**src/rtl/adcws_pkg.sv**
```systemverilog
`timescale 1ns / 1ps
// Shared widths, register and mode codes, and Q.24 scaling constants for the
// ADC window-sum scaler. No dependencies; imported by every file but adcws_ram.
package adcws_pkg;

    localparam int SAMPLE_W      = 12;
    localparam int SUM_W         = 16;
    localparam int SCALED_W      = 12;
    localparam int TENTHS_W      = 9;
    localparam int CHANNELS      = 3;
    localparam int WINDOW_DEPTH  = 10;
    localparam int CFG_ADDR_W    = 4;
    localparam int CFG_DATA_W    = 32;

    // Q.24 arithmetic widths: gain, sum x gain product, signed accumulator
    localparam int GAIN_W = 20;
    localparam int PROD_W = SUM_W + GAIN_W;
    localparam int ACC_W  = PROD_W + 2;
    localparam int FRAC_W = 24;

    localparam logic [GAIN_W-1:0] GAIN_MA =
        GAIN_W'(((64'd660 << 24) + 64'd6142) / 64'd12285);
    localparam logic [GAIN_W-1:0] GAIN_V =
        GAIN_W'(((64'd14399 << 24) + 64'd136500) / 64'd273000);
    localparam logic [GAIN_W-1:0] GAIN_SUP = GAIN_W'(1036288);

    localparam logic signed [ACC_W-1:0] OFFS_MA =
        ACC_W'(((64'd399672 << 24) + 64'd6142) / 64'd12285);
    localparam logic signed [ACC_W-1:0] OFFS_V   = ACC_W'(64'd330 << 24);
    localparam logic signed [ACC_W-1:0] HALF_Q   = ACC_W'(64'd1 << 23);
    localparam logic signed [ACC_W-1:0] MA_LIMIT = ACC_W'(64'd2047 << 24);

    localparam logic [SUM_W-1:0]    CONTACT_LIMIT = SUM_W'(20480);
    localparam logic [SCALED_W-1:0] MA_CLAMP      = SCALED_W'(2047);
    localparam logic [9:0]          SUP_THRESHOLD = 10'd52;
    localparam logic [9:0]          SUP_DIODE     = 10'd14;

    // floor(n / 10) for any 16-bit n: (n * 52429) >> 19
    localparam logic [16:0] RECIP_TEN = 17'd52429;
    localparam int          RECIP_SH  = 19;
    localparam int          TENTH_W   = 13;

    typedef enum logic [1:0] {
        MODE_CONTACT = 2'd0,
        MODE_CURRENT = 2'd1,
        MODE_VOLTAGE = 2'd2
    } mode_t;

    typedef enum logic [1:0] {
        REG_FIRST_MODE  = 2'd0,
        REG_SECOND_MODE = 2'd1,
        REG_SUPPLY_EN   = 2'd2
    } cfg_reg_t;

    function automatic logic [GAIN_W-1:0] input_gain(input logic [1:0] mode);
        logic [GAIN_W-1:0] g;
        case (mode)
            MODE_CURRENT: g = GAIN_MA;
            MODE_VOLTAGE: g = GAIN_V;
            default:      g = '0;
        endcase
        return g;
    endfunction

endpackage

```
**src/rtl/adcws_in_if.sv**
```systemverilog
`timescale 1ns / 1ps
// Sample channel: valid/ready handshake carrying three 12-bit ADC readings.
// Depends on adcws_pkg for the field widths.
interface adcws_in_if import adcws_pkg::*; ();

    logic                valid;
    logic                ready;
    logic [SAMPLE_W-1:0] first_sample;
    logic [SAMPLE_W-1:0] second_sample;
    logic [SAMPLE_W-1:0] supply_sample;

    modport source (
        output valid, first_sample, second_sample, supply_sample,
        input  ready
    );

    modport sink (
        input  valid, first_sample, second_sample, supply_sample,
        output ready
    );

endinterface

```
**src/rtl/adcws_out_if.sv**
```systemverilog
`timescale 1ns / 1ps
// Result channel: valid/ready handshake carrying window sums and scaled values.
// Depends on adcws_pkg for the field widths.
interface adcws_out_if import adcws_pkg::*; ();

    logic                       valid;
    logic                       ready;
    logic [SUM_W-1:0]           first_window_sum;
    logic [SUM_W-1:0]           second_window_sum;
    logic [SUM_W-1:0]           supply_window_sum;
    logic signed [SCALED_W-1:0] first_scaled;
    logic signed [SCALED_W-1:0] second_scaled;
    logic [TENTHS_W-1:0]        supply_tenths;

    modport source (
        output valid, first_window_sum, second_window_sum, supply_window_sum,
               first_scaled, second_scaled, supply_tenths,
        input  ready
    );

    modport sink (
        input  valid, first_window_sum, second_window_sum, supply_window_sum,
               first_scaled, second_scaled, supply_tenths,
        output ready
    );

endinterface

```
**src/rtl/adc_window_sum_input_scaler_core.sv**
```systemverilog
`timescale 1ns / 1ps
// Top level of the ADC window-sum scaler: sample ring RAM, running sums,
// Q.24 scaling pipeline and APB register file. Uses adcws_pkg, adcws_ram,
// adcws_in_if and adcws_out_if.

// One sample transfer per clock is taken unless a stalled output holds it. Its
// result reaches the output register after the ring read, registered at the
// accepting edge; then the running-sum update, the gain multiply and the final scaling
// each take one more stage. The ring memory does one read-modify-write of a
// slot per transfer (old triple read, new triple written in the same cycle).
// The ring reads as zero after reset through one fill flag per slot, so no
// clearing pass is needed and the block is ready in the first cycle after
// reset. Mode and enable registers sit at byte addresses 0, 4 and 8 and must
// only be written while no transfer is in flight. A stalled result holds in
// the output register while up to three more transfers advance behind it.
module adc_window_sum_input_scaler_core import adcws_pkg::*; #(
    parameter int WINDOW = WINDOW_DEPTH
) (
    input  logic                  clk,
    input  logic                  rst_n,
    adcws_in_if.sink              samples,
    adcws_out_if.source           results,
    input  logic                  psel,
    input  logic                  penable,
    input  logic                  pwrite,
    input  logic [CFG_ADDR_W-1:0] paddr,
    input  logic [CFG_DATA_W-1:0] pwdata,
    output logic [CFG_DATA_W-1:0] prdata,
    output logic                  pready
);

    localparam int SLOT_W = (WINDOW > 1) ? $clog2(WINDOW) : 1;
    localparam int WORD_W = CHANNELS * SAMPLE_W;
    localparam logic [SLOT_W-1:0] LAST_SLOT = SLOT_W'(WINDOW - 1);

    // ---------------------------------------------------------------- config
    logic [1:0] first_mode_reg;
    logic [1:0] second_mode_reg;
    logic       supply_en_reg;
    logic       cfg_write;

    assign pready    = 1'b1;
    assign cfg_write = psel & penable & pwrite & pready;

    always_ff @(posedge clk or negedge rst_n)
    begin
        if (!rst_n)
        begin
            first_mode_reg  <= '0;
            second_mode_reg <= '0;
            supply_en_reg   <= 1'b0;
        end
        else if (cfg_write)
        begin
            case (paddr[3:2])
                REG_FIRST_MODE:  first_mode_reg  <= pwdata[1:0];
                REG_SECOND_MODE: second_mode_reg <= pwdata[1:0];
                REG_SUPPLY_EN:   supply_en_reg   <= pwdata[0];
                default:         ;
            endcase
        end
    end

    always_comb
    begin
        case (paddr[3:2])
            REG_FIRST_MODE:  prdata = {{(CFG_DATA_W-2){1'b0}}, first_mode_reg};
            REG_SECOND_MODE: prdata = {{(CFG_DATA_W-2){1'b0}}, second_mode_reg};
            REG_SUPPLY_EN:   prdata = {{(CFG_DATA_W-1){1'b0}}, supply_en_reg};
            default:         prdata = '0;
        endcase
    end

    // ------------------------------------------------------------ handshakes
    logic s1_valid_reg, s2_valid_reg, s3_valid_reg, out_valid_reg;
    logic s2_adv, s3_adv, out_adv;
    logic in_fire;

    assign out_adv = !out_valid_reg || results.ready;
    assign s3_adv  = !s3_valid_reg  || out_adv;
    assign s2_adv  = !s2_valid_reg  || s3_adv;

    assign samples.ready = !s1_valid_reg || s2_adv;
    assign in_fire       = samples.valid && samples.ready;
    assign results.valid = out_valid_reg;

    always_ff @(posedge clk or negedge rst_n)
    begin
        if (!rst_n)
        begin
            s1_valid_reg  <= 1'b0;
            s2_valid_reg  <= 1'b0;
            s3_valid_reg  <= 1'b0;
            out_valid_reg <= 1'b0;
        end
        else
        begin
            if (samples.ready)
            begin
                s1_valid_reg <= in_fire;
            end
            if (s2_adv)
            begin
                s2_valid_reg <= s1_valid_reg;
            end
            if (s3_adv)
            begin
                s3_valid_reg <= s2_valid_reg;
            end
            if (out_adv)
            begin
                out_valid_reg <= s3_valid_reg;
            end
        end
    end

    // ------------------------------------------------- ring read-modify-write
    logic [SLOT_W-1:0] slot_reg;
    logic [WINDOW-1:0] filled_reg;
    logic [WORD_W-1:0] fresh_word;
    logic [WORD_W-1:0] old_word;
    logic [WORD_W-1:0] s1_fresh_reg;
    logic              s1_filled_reg;

    assign fresh_word = {samples.supply_sample, samples.second_sample,
                         samples.first_sample};

    adcws_ram #(
        .WIDTH (WORD_W),
        .DEPTH (WINDOW)
    ) u_ring (
        .clk   (clk),
        .we    (in_fire),
        .waddr (slot_reg),
        .wdata (fresh_word),
        .re    (in_fire),
        .raddr (slot_reg),
        .rdata (old_word)
    );

    always_ff @(posedge clk or negedge rst_n)
    begin
        if (!rst_n)
        begin
            slot_reg   <= '0;
            filled_reg <= '0;
        end
        else if (in_fire)
        begin
            filled_reg[slot_reg] <= 1'b1;
            slot_reg <= (slot_reg == LAST_SLOT) ? '0 : slot_reg + 1'b1;
        end
    end

    always_ff @(posedge clk)
    begin
        if (in_fire)
        begin
            s1_fresh_reg  <= fresh_word;
            s1_filled_reg <= filled_reg[slot_reg];
        end
    end

    // ---------------------------------------------------------- running sums
    logic [SUM_W-1:0] sum_reg  [CHANNELS];
    logic [SUM_W-1:0] sum_next [CHANNELS];
    logic [SUM_W-1:0] s2_sum_reg [CHANNELS];
    logic             s2_load;

    assign s2_load = s1_valid_reg && s2_adv;

    always_comb
    begin
        for (int c = 0; c < CHANNELS; c++)
        begin
            // an unfilled slot reads as zero
            sum_next[c] = sum_reg[c]
                - (s1_filled_reg ? SUM_W'(old_word[c*SAMPLE_W +: SAMPLE_W]) : '0)
                + SUM_W'(s1_fresh_reg[c*SAMPLE_W +: SAMPLE_W]);
        end
    end

    always_ff @(posedge clk or negedge rst_n)
    begin
        if (!rst_n)
        begin
            for (int c = 0; c < CHANNELS; c++)
            begin
                sum_reg[c] <= '0;
            end
        end
        else if (s2_load)
        begin
            for (int c = 0; c < CHANNELS; c++)
            begin
                sum_reg[c] <= sum_next[c];
            end
        end
    end

    always_ff @(posedge clk)
    begin
        if (s2_load)
        begin
            for (int c = 0; c < CHANNELS; c++)
            begin
                s2_sum_reg[c] <= sum_next[c];
            end
        end
    end

    // -------------------------------------------------------- gain multiply
    logic [SUM_W-1:0]   s3_sum_reg [CHANNELS];
    logic [PROD_W-1:0]  s3_prod_a_reg;
    logic [PROD_W-1:0]  s3_prod_b_reg;
    logic [TENTH_W-1:0] s3_tenth_reg;
    logic [SUM_W+16:0]  recip_prod;
    logic               s3_load;

    assign s3_load    = s2_valid_reg && s3_adv;
    assign recip_prod = s2_sum_reg[2] * RECIP_TEN;

    always_ff @(posedge clk)
    begin
        if (s3_load)
        begin
            for (int c = 0; c < CHANNELS; c++)
            begin
                s3_sum_reg[c] <= s2_sum_reg[c];
            end
            s3_prod_a_reg <= s2_sum_reg[0] * input_gain(first_mode_reg);
            s3_prod_b_reg <= s2_sum_reg[1] * input_gain(second_mode_reg);
            s3_tenth_reg  <= recip_prod[RECIP_SH +: TENTH_W];
        end
    end

    // -------------------------------------------------------------- finalize
    function automatic logic [SCALED_W-1:0] finish_scale(
        input logic [1:0]        mode,
        input logic [SUM_W-1:0]  sum,
        input logic [PROD_W-1:0] prod
    );
        logic signed [ACC_W-1:0] acc;
        logic signed [ACC_W-1:0] mag;
        logic [SCALED_W-1:0]     q;
        logic [SCALED_W-1:0]     r;
        acc = '0;
        mag = '0;
        q   = '0;
        case (mode)
            MODE_CONTACT:
            begin
                r = (sum > CONTACT_LIMIT) ? '0 : SCALED_W'(1);
            end
            MODE_CURRENT:
            begin
                acc = signed'({2'b00, prod}) - OFFS_MA;
                mag = acc + HALF_Q;
                if (acc > MA_LIMIT)
                begin
                    r = MA_CLAMP;
                end
                else if (acc[ACC_W-1])
                begin
                    r = '0;
                end
                else
                begin
                    r = mag[FRAC_W +: SCALED_W];
                end
            end
            MODE_VOLTAGE:
            begin
                // truncate toward zero on the magnitude, then restore sign
                acc = signed'({2'b00, prod}) - OFFS_V + HALF_Q;
                mag = acc[ACC_W-1] ? -acc : acc;
                q   = mag[FRAC_W +: SCALED_W];
                r   = acc[ACC_W-1] ? -q : q;
            end
            default:
            begin
                r = '0;
            end
        endcase
        return r;
    endfunction

    logic [SUM_W-1:0]           out_sum_reg [CHANNELS];
    logic [SCALED_W-1:0]        out_a_reg;
    logic [SCALED_W-1:0]        out_b_reg;
    logic [TENTHS_W-1:0]        out_tenths_reg;
    logic [TENTH_W+GAIN_W:0]    sup_acc;
    logic [9:0]                 sup_volts;
    logic [9:0]                 sup_adj;
    logic                       out_load;

    assign out_load  = s3_valid_reg && out_adv;
    assign sup_acc   = s3_tenth_reg * GAIN_SUP + (TENTH_W+GAIN_W+1)'(HALF_Q);
    assign sup_volts = sup_acc[FRAC_W +: 10];
    assign sup_adj   = (sup_volts >= SUP_THRESHOLD) ? sup_volts + SUP_DIODE : sup_volts;

    always_ff @(posedge clk)
    begin
        if (out_load)
        begin
            for (int c = 0; c < CHANNELS; c++)
            begin
                out_sum_reg[c] <= s3_sum_reg[c];
            end
            out_a_reg      <= finish_scale(first_mode_reg, s3_sum_reg[0], s3_prod_a_reg);
            out_b_reg      <= finish_scale(second_mode_reg, s3_sum_reg[1], s3_prod_b_reg);
            out_tenths_reg <= supply_en_reg ? sup_adj[TENTHS_W-1:0] : '0;
        end
    end

    assign results.first_window_sum  = out_sum_reg[0];
    assign results.second_window_sum = out_sum_reg[1];
    assign results.supply_window_sum = out_sum_reg[2];
    assign results.first_scaled      = signed'(out_a_reg);
    assign results.second_scaled     = signed'(out_b_reg);
    assign results.supply_tenths     = out_tenths_reg;

    // ------------------------------------------------------------ assertions
    // stage 1 relies on the RAM read register: no new read while it holds
    a_s1_hold_blocks_input: assert property (@(posedge clk) disable iff (!rst_n)
        s1_valid_reg && !s2_adv |-> !samples.ready)
        else $error("sample accepted while ring read data still pending");

    a_slot_marked_filled: assert property (@(posedge clk) disable iff (!rst_n)
        in_fire |=> filled_reg[$past(slot_reg)])
        else $error("written ring slot not marked filled");

    a_slot_in_range: assert property (@(posedge clk) disable iff (!rst_n)
        in_fire |=> slot_reg <= LAST_SLOT)
        else $error("ring slot pointer out of range");

endmodule

```
**src/rtl/adcws_ram.sv**
```systemverilog
`timescale 1ns / 1ps
// Generic single-clock RAM, one write and one registered read port.
// A read and a write to the same address in one cycle return the old word.
module adcws_ram #(
    parameter  int WIDTH  = 36,
    parameter  int DEPTH  = 10,
    localparam int ADDR_W = (DEPTH > 1) ? $clog2(DEPTH) : 1
) (
    input  logic              clk,
    input  logic              we,
    input  logic [ADDR_W-1:0] waddr,
    input  logic [WIDTH-1:0]  wdata,
    input  logic              re,
    input  logic [ADDR_W-1:0] raddr,
    output logic [WIDTH-1:0]  rdata
);

    logic [WIDTH-1:0] mem [DEPTH];

    always_ff @(posedge clk)
    begin
        if (we)
        begin
            mem[waddr] <= wdata;
        end
        if (re)
        begin
            rdata <= mem[raddr];
        end
    end

endmodule
```
**src/flat_wrapper.sv**
```systemverilog
// flat-port wrapper written by rule: the top's interface ports become plain ports
module adc_window_sum_input_scaler_core_flat import adcws_pkg::*;
#(
    parameter int WINDOW = WINDOW_DEPTH
)
  (clk, rst_n, psel, penable, pwrite, paddr, pwdata, prdata, pready, samples_valid, samples_first_sample, samples_second_sample, samples_supply_sample, samples_ready, results_valid, results_first_window_sum, results_second_window_sum, results_supply_window_sum, results_first_scaled, results_second_scaled, results_supply_tenths, results_ready);
  adcws_in_if samples_i ();
  adcws_out_if results_i ();
  input  logic clk;
  input  logic rst_n;
  input  logic psel;
  input  logic penable;
  input  logic pwrite;
  input  logic [CFG_ADDR_W-1:0] paddr;
  input  logic [CFG_DATA_W-1:0] pwdata;
  output logic [CFG_DATA_W-1:0] prdata;
  output logic pready;
  input wire logic [$bits(samples_i.valid)-1:0] samples_valid;
  input wire logic [$bits(samples_i.first_sample)-1:0] samples_first_sample;
  input wire logic [$bits(samples_i.second_sample)-1:0] samples_second_sample;
  input wire logic [$bits(samples_i.supply_sample)-1:0] samples_supply_sample;
  output wire logic [$bits(samples_i.ready)-1:0] samples_ready;
  output wire logic [$bits(results_i.valid)-1:0] results_valid;
  output wire logic [$bits(results_i.first_window_sum)-1:0] results_first_window_sum;
  output wire logic [$bits(results_i.second_window_sum)-1:0] results_second_window_sum;
  output wire logic [$bits(results_i.supply_window_sum)-1:0] results_supply_window_sum;
  output wire logic [$bits(results_i.first_scaled)-1:0] results_first_scaled;
  output wire logic [$bits(results_i.second_scaled)-1:0] results_second_scaled;
  output wire logic [$bits(results_i.supply_tenths)-1:0] results_supply_tenths;
  input wire logic [$bits(results_i.ready)-1:0] results_ready;
  assign samples_i.valid = samples_valid;
  assign samples_i.first_sample = samples_first_sample;
  assign samples_i.second_sample = samples_second_sample;
  assign samples_i.supply_sample = samples_supply_sample;
  assign samples_ready = samples_i.ready;
  assign results_valid = results_i.valid;
  assign results_first_window_sum = results_i.first_window_sum;
  assign results_second_window_sum = results_i.second_window_sum;
  assign results_supply_window_sum = results_i.supply_window_sum;
  assign results_first_scaled = results_i.first_scaled;
  assign results_second_scaled = results_i.second_scaled;
  assign results_supply_tenths = results_i.supply_tenths;
  assign results_i.ready = results_ready;
  adc_window_sum_input_scaler_core #(.WINDOW(WINDOW)) u_core (.clk(clk), .rst_n(rst_n), .samples(samples_i), .results(results_i), .psel(psel), .penable(penable), .pwrite(pwrite), .paddr(paddr), .pwdata(pwdata), .prdata(prdata), .pready(pready));
endmodule
```
**config.mk**
```make
export PLATFORM = sky130hd
export DESIGN_NAME = adc_window_sum_input_scaler_core_flat
export DESIGN_NICKNAME = d
export VERILOG_FILES = /design/src/rtl/adcws_pkg.sv /design/src/rtl/adcws_in_if.sv /design/src/rtl/adcws_out_if.sv /design/src/rtl/adc_window_sum_input_scaler_core.sv /design/src/rtl/adcws_ram.sv /design/src/flat_wrapper.sv
export SDC_FILE = /design/constraint.sdc
export NUM_CORES = 2
export LEC_CHECK = 0
export ABC_AREA = 1
export BUFFER_PORTS_ARGS = -buffer_cell sky130_fd_sc_hd__buf_4
export CAP_MARGIN = 25
export CORE_MARGIN = 5
export CORE_UTILIZATION = 54
export CTS_CLUSTER_DIAMETER = 30
export CTS_CLUSTER_SIZE = 28
export DETAILED_ROUTE_END_ITERATION = 8
export HOLD_SLACK_MARGIN = 0.1
export PLACE_DENSITY = 0.74
export SYNTH_ARGS = -nofsm -noshare
export SYNTH_HDL_FRONTEND = slang
export SYNTH_SLANG_ARGS = --single-unit
```
**constraint.sdc**
```tcl
create_clock -name clk -period 20.5 [get_ports clk]
set_input_delay 1.025 -clock clk [delete_from_list [all_inputs] [get_ports clk]]
set_output_delay 1.025 -clock clk [all_outputs]
set_load 0.02 [all_outputs]
```
==> impl_metrics.ini <==
[clock_tree]
clk_pin_slew_ns = 0.05
worstSkewPairLatency_ns = 0.75
cts_buffer_depth = 3
ctsResizeCount = 0
cts_hold_buf = 0
htreeDepth = 4
clock-root-buffer = clkbuf_16
cts_buffers = 142
cts_tree = built
cts_setup_buffers = 0
cts_sinks = 766

[sta]
max_slew_margin_pct = 27.9
hold_viol_final = 0
setup-violations-final = 0
clock-skew-final_ns = 0.0744
fin_crit_ns = 7.41
max_clock_freq_mhz = 135
tns_ns = 0
fin_crit_sh_pct = 36.1
finalWorstSetupSlack_ns = 13.09
final_max_slew_viol_count = 0
rsz0062_at_grt = false
worstMarginPinSlew_ns = 1.08

[synthesis]
synth_area_leader_cell = edfxtp_1
synth.area.top_cells = edfxtp_1 (36%), fa_1 (14%), ha_1 (13%)
synthArstFlopShare_pct = 9.27
netlist_area_sq_um = 57600
seq_area_frac_synth_pct = 39.3
avgSynthCellArea_sq_um = 9.71
synth.most_common_cell = inv_1
yosys_warnings = 0
synth-edff-count = 695
ys_ff_latch = 766
ys_types = 66
synthTopCellsByCount = inv_1 (1190), nand2_1 (917), edfxtp_1 (695)
syn-instance-count = 5926
ys.flop_type = edfxtp_1
synth_top_area_share_pct = 36.3

[setup_path]
cp_data_arrival_time_ns = 7.88
reg2reg_to = u_core.s3_prod_b_reg[34]
start_kind = flop
regToRegStartpoint = u_core.second_mode_reg[0]
crit_type = flop to flop
crit_fanout = 16
r2r_cells = 24
r2r_setup_slack_ns = 13.09
end_kind = flop
required_ns = 20.97

[status]
outcome = completed

[finish]
drive_gt1_share_pct = 9.12
syn2layout_area_growth_pct = 12.9
nets = 7197
regMostFlops = u_core.u_ring.mem
largest_register_ffs = 360
fin_area_sq_um = 65000

[grt]
grt_pass1_vias = 41900
grt_pass1_wl_microns = 220000
grt_max_degree = 77
grt_usage_pct = 24.6
grt.overflow.total = 0
antenna_found_initial = 5

[placed_design]
gp_congestion = 0.953
pre_cts_slack_ns = 13.03
place_area_sq_um = 60000
dpl.hpwl_microns = 101000
portBuffers = 131

[die]
fp-row-count = 119
io_pins = 195
die-width_microns = 336
coreArea_sq_um = 106000
fp.dieH_microns = 336
die-area_sq_um = 113000
start_util_pct = 54.5

[detailed_routing]
postRouteAntennaNets = 0
first_pass_iters = 6
drc = 0
wl_per_cell_microns = 18.1
routed_wirelength_microns = 139000
viasPerCell = 5.42
drtIter0Drc = 3054
vias = 41400

[job]
max_cap_viol_count = 0

[worst_hold_path]
worst_hold_path_type = primary input to asynchronous set/reset pin
through the flow:
step | instances | hold slack (ns) | utilization, %
2_1_floorplan | 5955 | 0.400 | -
3_3_place_gp | 7373 | 0.404 | 56.9
3_5_place_dp | 7373 | 0.405 | 56.9
4_1_cts | 7639 | 0.174 | 61.6
5_1_grt | 7640 | 0.203 | 61.6
6_report | 7642 | 0.204 | 61.6
how the worst max path moves through the flow:
stage,start,end,slack [ns]
floorplan,results_ready,u_core.u_ring.mem[9][0],12.99
global placement,u_core.second_mode_reg[0],u_core.s3_prod_b_reg[34],13.11
detailed placement,u_core.second_mode_reg[0],u_core.s3_prod_b_reg[34],13.03
CTS,u_core.second_mode_reg[0],u_core.s3_prod_b_reg[34],13.03
global route,u_core.second_mode_reg[0],u_core.s3_prod_b_reg[34],12.68
finish,u_core.second_mode_reg[0],u_core.s3_prod_b_reg[34],13.09
critical path, stage by stage (launching register included):
cell and delay, ns:
dfrtp_1 0.57, inv_1 0.29, ha_1 0.64, nand2_1 0.24, inv_1 0.12, fa_1 0.49
inv_1 0.09, fa_1 0.54, inv_1 0.05, fa_1 0.58, inv_1 0.07, fa_1 0.51
fa_1 0.52, fa_1 0.54, inv_1 0.04, ha_1 0.36, nand2_1 0.09, nor4_1 0.42
nand3_1 0.12, nand3_1 0.16, nand3_1 0.09, nand2_1 0.13, a21oi_1 0.12, o31ai_1 0.25
xor2_1 0.10
cell families after synthesis:
family / count (synthesis) / synth area share [%]
DFF: 766 / 39.3
other: 2 / 0.0130
and+or+nand+nor: 1918 / 14.9
xor gates and xnor gates: 161 / 2.48
AOI/OAI and AO/OA: 740 / 7.45
buffers and inverters: 1348 / 9.14
adders and majority gates: 991 / 26.7
routing by layer:
metal	vias up	track usage, %	routed length (microns)
met2	1408	41.0	65400
li1	19900	-	-
met3	250	4.01	9480
met1	19900	33.2	59500
met4	4	8.11	4110
met5	-	0	33
cells in the final DEF, fill, tap and decap left out, types with 18 or more instances in the layout:
cell | netlist | routed
inv_1 | 1190 | 1188
nand2_1 | 917 | 917
edfxtp_1 | 695 | 695
ha_1 | 598 | 598
fa_1 | 393 | 393
nor2_1 | 384 | 369
a21oi_1 | 296 | 296
nand3_1 | 267 | 267
o21ai_0 | 196 | 196
buf_4 | 38 | 160
a22oi_1 | 144 | 144
clkbuf_16 | 0 | 144
xor2_1 | 99 | 99
nor3_1 | 72 | 72
dfrtp_1 | 71 | 70
xnor2_1 | 60 | 60
nand4_1 | 59 | 59
nand2_2 | 49 | 49
or3_1 | 36 | 36
nor2_2 | 32 | 32
conb_1 | 2 | 31
nor2_4 | 10 | 25
nor4_1 | 25 | 25
a31oi_1 | 23 | 23
clkinv_1 | 2 | 19
inv_2 | 19 | 18
clkinv_2 | 1 | 18
inv_6 | 0 | 18
layout make-up:
cell class	count	area [sq um]
antenna	2	5.00
clock buffer	158	3670
clock inverter	108	1280
fill	8465	40600
inverter	1215	4580
multi-input combinational	3841	29900
sequential	766	22600
tap	1391	1740
timing repair buffer	161	1220
Power is left out: the tool's default activity adds up to more than one toggle a clock period on the data nets, which glitch-free logic cannot reach.
